--- config.mk ---
export PLATFORM = sky130hd
export DESIGN_NAME = i2c_master_message_queue_core
export DESIGN_NICKNAME = d
export VERILOG_FILES = /design/src/sv/i2cmq_pkg.sv /design/src/sv/i2cmq_ram.sv /design/src/sv/i2cmq_ctrl.sv /design/src/sv/i2cmq_dp.sv /design/src/sv/i2c_master_message_queue_core.sv
export SDC_FILE = /design/constraint.sdc
export NUM_CORES = 1
export LEC_CHECK = 0
export BUFFER_PORTS_ARGS = -buffer_cell sky130_fd_sc_hd__buf_4
export CORE_MARGIN = 1
export CORE_UTILIZATION = 45
export CTS_CLUSTER_DIAMETER = 100
export DETAILED_ROUTE_END_ITERATION = 12
export PLACE_DENSITY_LB_ADDON = 0.08
export SLEW_MARGIN = 20
export SYNTH_ARGS = -nofsm -noshare
export SYNTH_HDL_FRONTEND = slang
export SYNTH_HIERARCHICAL = 1
export SYNTH_SLANG_ARGS = --single-unit
--- constraint.sdc ---
create_clock -name clk -period 7.7 [get_ports clk]
set_clock_uncertainty 0.05 [all_clocks]
set_input_delay 0.385 -clock clk [delete_from_list [all_inputs] [get_ports clk]]
set_output_delay 0.385 -clock clk [all_outputs]
set_load 0.01 [all_outputs]
--- src/sv/i2cmq_pkg.sv ---
// Shared types, constants and helpers for the I2C master message queue.
package i2cmq_pkg;

  localparam int QUEUE_DEPTH = 16;
  localparam int PTR_W = (QUEUE_DEPTH > 1) ? $clog2(QUEUE_DEPTH) : 1;

  localparam logic [1:0] CMD_SEND = 2'd0;
  localparam logic [1:0] CMD_TICK = 2'd1;
  localparam logic [1:0] CMD_BUS  = 2'd2;

  localparam logic [7:0] STATUS_MASK = 8'hf8;
  localparam logic [7:0] ST_START    = 8'h08;
  localparam logic [7:0] ST_RESTART  = 8'h10;
  localparam logic [7:0] ST_ADDR_W   = 8'h18;
  localparam logic [7:0] ST_DATA_W   = 8'h28;
  localparam logic [7:0] ST_ADDR_R   = 8'h40;
  localparam logic [7:0] ST_DATA_R   = 8'h58;

  localparam logic [2:0] ACT_NONE    = 3'd0;
  localparam logic [2:0] ACT_START   = 3'd1;
  localparam logic [2:0] ACT_RESTART = 3'd2;
  localparam logic [2:0] ACT_TX      = 3'd3;
  localparam logic [2:0] ACT_CONT    = 3'd4;
  localparam logic [2:0] ACT_STOP    = 3'd5;

  localparam logic [1:0] ERR_NONE  = 2'd0;
  localparam logic [1:0] ERR_START = 2'd1;
  localparam logic [1:0] ERR_ADDR  = 2'd2;
  localparam logic [1:0] ERR_DATA  = 2'd3;

  localparam logic [7:0] POLL_ADDRESS_RESET = 8'h01;

  typedef enum logic [2:0] {
    PH_READY   = 3'd0,
    PH_START   = 3'd1,
    PH_STALE   = 3'd2,
    PH_ADDRESS = 3'd3,
    PH_DATA    = 3'd4
  } phase_t;

  typedef struct packed {
    logic capture;
    logic sel_head;
    logic latch_head;
    logic exec;
  } ctl_t;

  typedef struct packed {
    logic out_busy;
  } sts_t;

  function automatic logic [PTR_W-1:0] next_slot(input logic [PTR_W-1:0] p);
    logic [PTR_W-1:0] n;
    if (p == PTR_W'(QUEUE_DEPTH - 1)) begin
      n = '0;
    end else begin
      n = p + PTR_W'(1);
    end
    return n;
  endfunction

endpackage

--- src/sv/i2cmq_ram.sv ---
// Generic single-write, single-read RAM with registered read data.
module i2cmq_ram #(
  parameter int WIDTH = 8,
  parameter int DEPTH = 16
) (
  input  logic                                     clk,
  input  logic                                     wr_en,
  input  logic [((DEPTH > 1) ? $clog2(DEPTH) : 1)-1:0] wr_addr,
  input  logic [WIDTH-1:0]                         wr_data,
  input  logic [((DEPTH > 1) ? $clog2(DEPTH) : 1)-1:0] rd_addr,
  output logic [WIDTH-1:0]                         rd_data
);

  logic [WIDTH-1:0] mem [DEPTH];

  always_ff @(posedge clk) begin
    if (wr_en) begin
      mem[wr_addr] <= wr_data;
    end
    rd_data <= mem[rd_addr];
  end

endmodule

--- src/sv/i2cmq_ctrl.sv ---
// Controller state machine sequencing queue reads and command execution.
module i2cmq_ctrl (
  input  logic             clk,
  input  logic             rst,
  input  logic             s_tvalid,
  output logic             s_tready,
  input  i2cmq_pkg::sts_t  sts,
  output i2cmq_pkg::ctl_t  ctl
);

  typedef enum logic [3:0] {
    S_IDLE = 4'b0001,
    S_HEAD = 4'b0010,
    S_NEXT = 4'b0100,
    S_EXEC = 4'b1000
  } state_t;

  state_t state;
  state_t state_next;

  always_comb begin
    state_next = state;
    case (state)
      S_IDLE: begin
        if (s_tvalid) state_next = S_HEAD;
      end
      S_HEAD: state_next = S_NEXT;
      S_NEXT: state_next = S_EXEC;
      S_EXEC: begin
        if (!sts.out_busy) state_next = S_IDLE;
      end
      default: state_next = S_IDLE;
    endcase
  end

  always_ff @(posedge clk) begin
    if (rst) begin
      state <= S_IDLE;
    end else begin
      state <= state_next;
    end
  end

  assign s_tready       = (state == S_IDLE);
  assign ctl.capture    = (state == S_IDLE) && s_tvalid;
  assign ctl.sel_head   = (state == S_HEAD);
  assign ctl.latch_head = (state == S_NEXT);
  assign ctl.exec       = (state == S_EXEC) && !sts.out_busy;

endmodule

--- src/sv/i2cmq_dp.sv ---
// Datapath: message queue, bus phase, sticky error, decision logic, output register.
module i2cmq_dp (
  input  logic             clk,
  input  logic             rst,
  input  logic [1:0]       s_tuser,
  input  logic [31:0]      s_tdata,
  output logic             m_tvalid,
  input  logic             m_tready,
  output logic [31:0]      m_tdata,
  input  logic             cfg_wr_en,
  input  logic [7:0]       cfg_wr_data,
  input  i2cmq_pkg::ctl_t  ctl,
  output i2cmq_pkg::sts_t  sts
);

  localparam int PW = i2cmq_pkg::PTR_W;

  logic [1:0]  cmd;
  logic [7:0]  in_addr;
  logic [7:0]  in_data;
  logic [7:0]  in_status;
  logic [7:0]  in_rx;
  logic [7:0]  poll_address;
  logic [7:0]  head_addr;
  logic [7:0]  head_data;

  logic [PW-1:0] rp, rp_next;
  logic [PW-1:0] wp, wp_next;
  i2cmq_pkg::phase_t phase, phase_next;
  logic [1:0]  err, err_next;
  logic [7:0]  rdres, rdres_next;

  logic [PW-1:0] rd_addr;
  logic [PW-1:0] rp_inc;
  logic [7:0]  ram_addr_q;
  logic [7:0]  ram_data_q;
  logic        wr_addr_en;
  logic        wr_data_en;
  logic [7:0]  wr_addr_byte;

  logic        acc;
  logic [2:0]  act;
  logic [7:0]  tx;
  logic [7:0]  st;
  logic        is_read;
  logic        queue_open;

  assign rp_inc     = i2cmq_pkg::next_slot(rp);
  assign rd_addr    = ctl.sel_head ? rp : rp_inc;
  assign st         = in_status & i2cmq_pkg::STATUS_MASK;
  assign is_read    = head_addr[0];
  assign queue_open = (i2cmq_pkg::next_slot(wp) != rp);
  assign sts.out_busy = m_tvalid && !m_tready;

  i2cmq_ram #(.WIDTH(8), .DEPTH(i2cmq_pkg::QUEUE_DEPTH)) u_addr_ram (
    .clk     (clk),
    .wr_en   (wr_addr_en),
    .wr_addr (wp),
    .wr_data (wr_addr_byte),
    .rd_addr (rd_addr),
    .rd_data (ram_addr_q)
  );

  i2cmq_ram #(.WIDTH(8), .DEPTH(i2cmq_pkg::QUEUE_DEPTH)) u_data_ram (
    .clk     (clk),
    .wr_en   (wr_data_en),
    .wr_addr (wp),
    .wr_data (in_data),
    .rd_addr (rd_addr),
    .rd_data (ram_data_q)
  );

  always_comb begin
    rp_next      = rp;
    wp_next      = wp;
    phase_next   = phase;
    err_next     = err;
    rdres_next   = rdres;
    acc          = 1'b0;
    act          = i2cmq_pkg::ACT_NONE;
    tx           = 8'h00;
    wr_addr_en   = 1'b0;
    wr_data_en   = 1'b0;
    wr_addr_byte = in_addr;
    case (cmd)
      i2cmq_pkg::CMD_SEND: begin
        if (queue_open) begin
          wr_addr_en = ctl.exec;
          wr_data_en = ctl.exec;
          wp_next    = i2cmq_pkg::next_slot(wp);
          acc        = 1'b1;
          if (phase == i2cmq_pkg::PH_READY) begin
            phase_next = i2cmq_pkg::PH_START;
            act        = i2cmq_pkg::ACT_START;
          end
        end
      end
      i2cmq_pkg::CMD_TICK: begin
        wr_addr_byte = poll_address;
        if (queue_open) begin
          wr_addr_en = ctl.exec;
          wp_next    = i2cmq_pkg::next_slot(wp);
        end
        case (phase)
          i2cmq_pkg::PH_START: phase_next = i2cmq_pkg::PH_STALE;
          i2cmq_pkg::PH_STALE: act = i2cmq_pkg::ACT_RESTART;
          i2cmq_pkg::PH_READY: begin
            phase_next = i2cmq_pkg::PH_START;
            act        = i2cmq_pkg::ACT_START;
          end
          default: ;
        endcase
      end
      i2cmq_pkg::CMD_BUS: begin
        case (phase)
          i2cmq_pkg::PH_START, i2cmq_pkg::PH_STALE: begin
            if (st == i2cmq_pkg::ST_START || st == i2cmq_pkg::ST_RESTART) begin
              phase_next = i2cmq_pkg::PH_ADDRESS;
              act        = i2cmq_pkg::ACT_TX;
              tx         = head_addr;
            end else begin
              phase_next = i2cmq_pkg::PH_READY;
              err_next   = i2cmq_pkg::ERR_START;
              act        = i2cmq_pkg::ACT_STOP;
            end
          end
          i2cmq_pkg::PH_ADDRESS: begin
            if (is_read && st == i2cmq_pkg::ST_ADDR_R) begin
              phase_next = i2cmq_pkg::PH_DATA;
              act        = i2cmq_pkg::ACT_CONT;
            end else if (!is_read && st == i2cmq_pkg::ST_ADDR_W) begin
              phase_next = i2cmq_pkg::PH_DATA;
              act        = i2cmq_pkg::ACT_TX;
              tx         = head_data;
            end else begin
              phase_next = i2cmq_pkg::PH_READY;
              err_next   = i2cmq_pkg::ERR_ADDR;
              act        = i2cmq_pkg::ACT_STOP;
            end
          end
          i2cmq_pkg::PH_DATA: begin
            if ((is_read && st == i2cmq_pkg::ST_DATA_R) ||
                (!is_read && st == i2cmq_pkg::ST_DATA_W)) begin
              if (is_read) rdres_next = in_rx;
              rp_next = rp_inc;
              if (rp_inc != wp) begin
                // write to the same address as the next message: no restart
                if (!is_read && head_addr == ram_addr_q) begin
                  act = i2cmq_pkg::ACT_TX;
                  tx  = ram_data_q;
                end else begin
                  phase_next = i2cmq_pkg::PH_START;
                  act        = i2cmq_pkg::ACT_START;
                end
              end else begin
                phase_next = i2cmq_pkg::PH_READY;
                act        = i2cmq_pkg::ACT_STOP;
              end
            end else begin
              phase_next = i2cmq_pkg::PH_READY;
              err_next   = i2cmq_pkg::ERR_DATA;
              act        = i2cmq_pkg::ACT_STOP;
            end
          end
          default: ;
        endcase
      end
      default: ;
    endcase
  end

  always_ff @(posedge clk) begin
    if (ctl.capture) begin
      cmd       <= s_tuser;
      in_addr   <= s_tdata[7:0];
      in_data   <= s_tdata[15:8];
      in_status <= s_tdata[23:16];
      in_rx     <= s_tdata[31:24];
    end
    if (ctl.latch_head) begin
      head_addr <= ram_addr_q;
      head_data <= ram_data_q;
    end
    if (ctl.exec) begin
      m_tdata <= {7'd0, phase_next, rdres_next, err_next, tx, act, acc};
    end
  end

  always_ff @(posedge clk) begin
    if (rst) begin
      rp           <= '0;
      wp           <= '0;
      phase        <= i2cmq_pkg::PH_READY;
      err          <= i2cmq_pkg::ERR_NONE;
      rdres        <= 8'h00;
      poll_address <= i2cmq_pkg::POLL_ADDRESS_RESET;
      m_tvalid     <= 1'b0;
    end else begin
      if (cfg_wr_en) poll_address <= cfg_wr_data;
      if (ctl.exec) begin
        rp       <= rp_next;
        wp       <= wp_next;
        phase    <= phase_next;
        err      <= err_next;
        rdres    <= rdres_next;
        m_tvalid <= 1'b1;
      end else if (m_tready) begin
        m_tvalid <= 1'b0;
      end
    end
  end

endmodule

--- src/sv/i2c_master_message_queue_core.sv ---
// Top level of the I2C master message queue sequencer.
//
//  channel  | handshake           | payload
//  ---------+---------------------+-------------------------------------------
//  in       | s_tvalid / s_tready | s_tuser: cmd; s_tdata: address, data,
//           |                     |   bus_status, bus_read_byte
//  out      | m_tvalid / m_tready | m_tdata: accepted, action, tx_byte,
//           |                     |   error_code, last_read, phase
//  config   | cfg_wr_en           | cfg_wr_data: poll_address
//
// Each transfer steps through accept, head read, next-entry read and execute;
// the single read port of the queue RAMs makes the two reads separate steps.
// The next transfer is accepted while the previous result still waits in m_tdata.
// Execute stalls while the output register is held by m_tready low.
// Reset is synchronous; the queue contents are not cleared.
module i2c_master_message_queue_core (
  input  logic        clk,
  input  logic        rst,
  input  logic        s_tvalid,
  output logic        s_tready,
  input  logic [1:0]  s_tuser,     // [1:0] cmd
  input  logic [31:0] s_tdata,     // [7:0] address, [15:8] data, [23:16] bus_status,
                                   // [31:24] bus_read_byte
  output logic        m_tvalid,
  input  logic        m_tready,
  output logic [31:0] m_tdata,     // [0] accepted, [3:1] action, [11:4] tx_byte,
                                   // [13:12] error_code, [21:14] last_read,
                                   // [24:22] phase, [31:25] zero
  input  logic        cfg_wr_en,
  input  logic [7:0]  cfg_wr_data
);

  i2cmq_pkg::ctl_t ctl;
  i2cmq_pkg::sts_t sts;

  i2cmq_ctrl u_ctrl (
    .clk      (clk),
    .rst      (rst),
    .s_tvalid (s_tvalid),
    .s_tready (s_tready),
    .sts      (sts),
    .ctl      (ctl)
  );

  i2cmq_dp u_dp (
    .clk         (clk),
    .rst         (rst),
    .s_tuser     (s_tuser),
    .s_tdata     (s_tdata),
    .m_tvalid    (m_tvalid),
    .m_tready    (m_tready),
    .m_tdata     (m_tdata),
    .cfg_wr_en   (cfg_wr_en),
    .cfg_wr_data (cfg_wr_data),
    .ctl         (ctl),
    .sts         (sts)
  );

endmodule

After elaboration in Yosys (flattened, before gate mapping)
Memory sizes are Yosys's and may differ from the RTL's. A register that Yosys moved wholly into a read port is not among the register bits.
Cells that the tools add are included.
{"block": "classes", "n_addsub": 2, "eq_ne": 23, "mux": 56, "reduce_logical": 21}
{"op": "$mux 8", "n": 11}
{"op": "$mux 3", "n": 13}
{"op": "$pmux 3 s3", "n": 4}
{"op": "$pmux 8 s3", "n": 1}
{"op": "$mux 4", "n": 5}
{"op": "$pmux 4 s4", "n": 1}
{"op": "$mux 2", "n": 7}
{"op": "$eq 4x4->1 const B", "n": 3}
{"op": "$mux 1", "n": 11}
{"op": "$eq 5x2->1 const B", "n": 2}
{"op": "$eq 5x4->1 const B", "n": 2}
{"op": "$add 4x1->4 const B", "n": 2}
{"op": "$eq 8x8->1", "n": 1}
{"op": "$logic_and 1x1->1", "n": 8}
{"op": "$ne 4x4->1", "n": 2}
{"op": "$eq 3x2->1 const B", "n": 2}
{"op": "$pmux 2 s3", "n": 1}
{"op": "$pmux 3 s2", "n": 1}
{"op": "$eq 5x1->1 const B", "n": 1}
{"op": "$eq 5x3->1 const B", "n": 1}
{"op": "$eq 4x1->1 const B", "n": 1}
{"op": "$eq 4x2->1 const B", "n": 1}
{"op": "$eq 4x3->1 const B", "n": 1}
{"op": "$ne 2x2->1 const B", "n": 2}
{"op": "other kinds (14)", "n": 18}
{"block": "word_totals", "mem_bits_rw": 256, "mem_count": 2, "register_bits": 109, "word_cells": 122}
{"name": "u_dp.u_addr_ram.mem", "words": 16, "word_bits": 8, "rd": 1, "rd_ports_with_merged_regs": 1, "write_ports": 1, "line_no": "i2cmq_ram.sv:14", "source": "logic [WIDTH-1:0] mem [DEPTH];"}
{"name": "u_dp.u_data_ram.mem", "words": 16, "word_bits": 8, "rd": 1, "rd_ports_with_merged_regs": 1, "write_ports": 1, "line_no": "i2cmq_ram.sv:14"}

Longest topological paths before layout
{"block": "depth", "word_depth": 8, "ltp_mapped": 9}

Cells and area by module
The synthesis kept the hierarchy.
{"module": "i2cmq_ram", "cells_each": 229, "area_each_um2": 5147.4, "seq_area_each_um2": 4003.8, "n_inst": 2}
{"module": "i2cmq_dp", "cells_each": 383, "area_each_um2": 4699.5, "seq_area_each_um2": 2762.6, "n_inst": 1}
{"module": "i2cmq_ctrl", "cells_each": 23, "area_each_um2": 219.0, "seq_area_each_um2": 80.1, "n_inst": 1}

Worst setup path after synthesis
Ideal clock, no wire load.
{"block": "synth_path", "path_type": "reg2reg", "startpoint": "register u_dp.m_tvalid", "endpoint": "memory u_dp.u_data_ram.mem[0][0], enable pin", "arrival_ps": 5154, "path_stages_with_launch": 10, "slack_ps": 2113, "synth_period_minus_slack_ps": 5587, "path_cell_list": "dfxtp_1 > nor2b_1 > nand2b_1 > nor4_1 > clkbuf_1 > inv_1 > a21oi_2 > and2_1 > or3b_2 > nor3_1"}
{"element": "start, declared", "line_no": "i2cmq_dp.sv:7", "source": "output logic m_tvalid,"}
{"element": "start signal, assigned", "line_no": "i2cmq_dp.sv:197", "source": "m_tvalid <= 1'b0;"}
{"element": "start signal, assigned", "line_no": "i2cmq_dp.sv:206", "source": "m_tvalid <= 1'b1;"}
{"element": "start signal, assigned", "line_no": "i2cmq_dp.sv:208", "source": "m_tvalid <= 1'b0;"}
{"element": "end, declared", "line_no": "i2cmq_ram.sv:14"}

Worst setup path after layout
{"block": "layout_path", "startpoint": "register u_dp.wp[0]", "endpoint": "memory u_dp.u_data_ram.mem[1][3], enable pin"}
{"block": "layout_via", "elab_chain_cells": 7, "elab_cells_between_ends": 8}
{"element": "start, declared", "line_no": "i2cmq_dp.sv:28", "source": "logic [PW-1:0] wp, wp_next;"}
{"element": "start signal, assigned", "line_no": "i2cmq_dp.sv:202", "source": "wp <= wp_next;"}
{"element": "$add 4x1->4 or $eq 4x4->1 (tied branches)", "line_no": "i2cmq_pkg.sv:57, i2cmq_pkg.sv:54"}
{"element": "$mux 4 *", "line_no": "i2cmq_pkg.sv:54", "source": "if (p == PTR_W'(QUEUE_DEPTH - 1)) begin"}
{"element": "$ne 4x4->1 *", "line_no": "i2cmq_dp.sv:52", "source": "assign queue_open = (i2cmq_pkg::next_slot(wp) != rp);"}
{"element": "$mux 1 *", "line_no": "i2cmq_dp.sv:87", "source": "if (queue_open) begin"}
{"element": "$mux 1 *", "line_no": "i2cmq_dp.sv:85", "source": "case (cmd)"}
{"element": "named net u_dp.wr_data_en", "line_no": "i2cmq_dp.sv:38", "source": "logic wr_data_en;"}
{"element": "$mux 1 *", "line_no": "i2cmq_ram.sv:17", "source": "if (wr_en) begin"}
{"element": "$mux 1 (not written as such) *", "line_no": "i2cmq_ram.sv:18", "source": "mem[wr_addr] <= wr_data;"}
Mark *: on every way through the listed nets, which the timed path passes. The rest lies on a longest branch.

==> out/qor.csv <==
stage,metric,value,unit
final_layout,fin_area,17800,sq um
place,place.gp.congestion,0.843,
min_path,min-delay-path-class,in -> reg,
final_layout,top_regs,"u_dp/u_addr_ram/mem x128, u_dp/u_data_ram/mem x128, u_dp/m_tdata x25",
final_layout,mostFrequentLayoutCells,"edfxtp_1 (328), buf_4 (79), nor2_1 (63)",
final_layout,finalNetCount,1022,
clock_tree,path_clk_slew,0.06,ns
die,core_area,32900,sq um
clock_tree,cts_buffers,40,
power_and_ir_drop,p_comb_share,2.6,%
place,dp_cells,1341,
detailed_routing,first_iter_violations,571,
worst_setup_path,reg2reg_depth,8,
power_and_ir_drop,pwr_density_cell,247,nW/um^2
worst_setup_path,rr_endpoint,u_dp/u_data_ram/mem[1][3],
final_layout,diodes,0,
timing,slew_violations,0,
yosys,synth_cells,864,
clock_tree,clockRootBuffer,clkbuf_16,
yosys,synthMuxAreaShare,13.1,%
timing,fmax,227,MHz
global_route,grt_pass1_wl,46300,um
power_and_ir_drop,ir_drop,0.153,mV
yosys,synth_area_leaders,"edfxtp_1 (65%), dfxtp_1 (6.6%), mux4_2 (5.3%)",
final_layout,layout_commonest_cell,edfxtp_1,
clock_tree,cts_tree,built,
detailed_routing,wl_per_cell,21.0,um
yosys,synth_xor_area_share,1.03,%
power_and_ir_drop,sw_frac_of_total,19.1,%
place,port_buffers,70,
detailed_routing,drc,0,
yosys,yosysSeqAreaShare,71.3,%
timing,tightest_slew,1.01,ns
place,place_hpwl,19500,um
die,ios,81,
timing,finalHoldViolCount,0,
min_path,holdPathStages,3,
yosys,synth_ff_type,edfxtp_1,
clock_tree,cts_max_path_buffers,3,
flow_run,maxCapViolCount,0,
timing,fin_crit,4.40,ns
yosys,synthArstFlopShare,0,%
global_route,grt_max_degree,65,
power_and_ir_drop,power_frac_clock,45.7,%
yosys,synth_edf_count,328,
global_route,antenna_found_initial,0,
yosys,synth_top_family_by_area,multiplexers,
timing,setup_viol,0,
worst_setup_path,reg2reg_from,u_dp/wp[0],
worst_setup_path,crit_arrival,4.50,ns
worst_setup_path,slowest_stage,dfxtp_1,
worst_setup_path,cp_max_fo,23,
global_route,grt_overflow,0,
die,dieArea,34500,sq um
outcome,status,finished clean,
clock_tree,cts_sinks,378,
power_and_ir_drop,seq_power_share,51.7,%
final_layout,instances_no_fill,1444,
yosys,ys_ff_latch,378,
yosys,synthAdderAreaFrac,0.164,%
detailed_routing,routed-via-count,8018,
worst_setup_path,r2r_slack,3.30,ns
yosys,ys_warn_count,6,
min_path,hold_start,cfg_wr_data[1],
worst_setup_path,worstSetupPathType,reg -> reg,
final_layout,area.growth.synth_to_final,17.0,%
detailed_routing,drt-total-wl,30300,um
die,start_util,46.3,%
die,die_width,186,um
clock_tree,postCtsSetupRepairBufs,0,
clock_tree,cts_resized,0,
clock_tree,h-tree-depth,2,
min_path,holdPathEnd,u_dp/poll_address[1],
global_route,track_usage,18.0,%
power_and_ir_drop,p_int,3.56,mW
detailed_routing,drtPass1Iterations,7,
clock_tree,clk_latency,0.53,ns
timing,max_slew_margin,32.6,%
power_and_ir_drop,p_leak,6.07,nW
yosys,syn_area_per_cell,17.6,sq um
die,fp-row-count,66,
timing,post-route-period-util,57.2,%
timing,fin_hold_ws,0.0462,ns
worst_setup_path,worst_setup_path_end_kind,flip-flop,
yosys,synth-compound-area-share,5.46,%
timing,rsz0062_at_grt,no,
worst_setup_path,cp_cell_sequence,ha_1 -> inv_1 -> a311oi_2 -> a32oi_2 -> a21oi_2 -> and2_1 -> or3b_2 -> nor2_1,
detailed_routing,via_per_inst,5.55,
yosys,ys_types,75,
place,placed_area,16100,sq um
yosys,synth.largest_area_cell,edfxtp_1,
worst_setup_path,start_kind,flip-flop,
timing,tns,0,ns
yosys,synth-simple-area-share,6.43,%
final_layout,drive_gt1_share,22.3,%
power_and_ir_drop,power.switching,0.838,mW
yosys,synth_top_cell_area_share,64.7,%
yosys,syn-cell-area,15200,sq um
global_route,grt_pass1_vias,8063,
worst_setup_path,critPathMaxStageDelay,0.95,ns
worst_setup_path,required,7.80,ns
die,dieHeight,186,um
detailed_routing,ant_nets,0,
-- power by group through the flow --
stage	registers (mW)	logic [mW]	clock network [mW]
2_1_floorplan	2.31	0.0624	0
3_3_place_gp	2.32	0.0968	0
3_5_place_dp	2.32	0.101	0
4_1_cts	2.27	0.114	2.05
5_1_grt	2.28	0.123	2.13
6_report	2.27	0.112	2.01
-- repair_timing --
action,CTS,global route
endpoints found under the setup margin,0,0
hold buffers,31,0
hold endpoints to repair,31,0
-- how the worst max path moves through the flow --
stage / cells after the start / startpoint / to
final: 8 / u_dp/wp[0] / u_dp/u_data_ram/mem[1][3]
after global routing: 8 / u_dp/wp[0] / u_dp/u_data_ram/mem[1][0]
after CTS: 8 / u_dp/wp[0] / u_dp/u_data_ram/mem[1][0]
after detailed placement: 8 / u_dp/wp[0] / u_dp/u_data_ram/mem[1][1]
after global placement: 8 / u_dp/wp[0] / u_dp/u_data_ram/mem[2][1]
after floorplan: 9 / u_dp/m_tvalid / u_dp/u_data_ram/mem[0][0]
-- cells in the mapped netlist, drive strengths merged, types with 8 or more instances --
library cell,count
a21oi,17
a22oi,39
buf,33
clkbuf,11
dfxtp,50
edfxtp,328
inv,9
mux2,21
mux2i,21
mux4,64
nand2,46
nand3,8
nor2,64
nor2b,9
nor3,15
o21ai,12
xnor2,14
-- through the flow --
stage | power (mW) | utilization (%) | setup slack, ns
final | 4.40 | 54.1 | 3.30
after global routing | 4.53 | 54.1 | 3.08
after CTS | 4.44 | 54.1 | 3.32
after detailed placement | 2.42 | 48.9 | 3.36
after global placement | 2.41 | 48.9 | 3.52
after floorplan | 2.37 | - | 2.11
-- kinds of logic (layout without fill, tap and decap cells) --
| family | after synthesis | count (layout) |
|---|---|---|
| flops | 378 | 378 |
| simple gates | 190 | 190 |
| compound gates | 111 | 111 |
| mux | 106 | 106 |
| buf+inv | 59 | 191 |
| xor+xnor | 17 | 17 |
| fa+ha+maj | 2 | 2 |
| other cells | 1 | 7 |
-- worst max-delay path, delay by kind of cell (launching register included) --
kind,cells,cell delay [ns]
AOI/OAI and AO/OA,3,1.06
and+or+nand+nor,3,1.47
DFF,1,0.95
adders and majority gates,1,0.37
buffers and inverters,1,0.11
-- layer usage --
metal / global-route usage, % / up-vias / routed length, um
met1: 23.9 / 4066 / 13300
met5: 0 / - / 0
met3: 3.17 / 53 / 1580
li1: - / 3672 / -
met2: 30.1 / 227 / 14800
met4: 5.67 / 0 / 725
-- area by class of cell --
class,count,area (sq um)
inverters,9,33.8
multi-input cells,433,4050
fillers,2615,15100
clock inverters,21,285
well taps,442,553
repair buffers,111,915
flip-flops and latches,378,10900
clock buffers,50,1110
No activity file was read; power rests on OpenSTA's default activity.
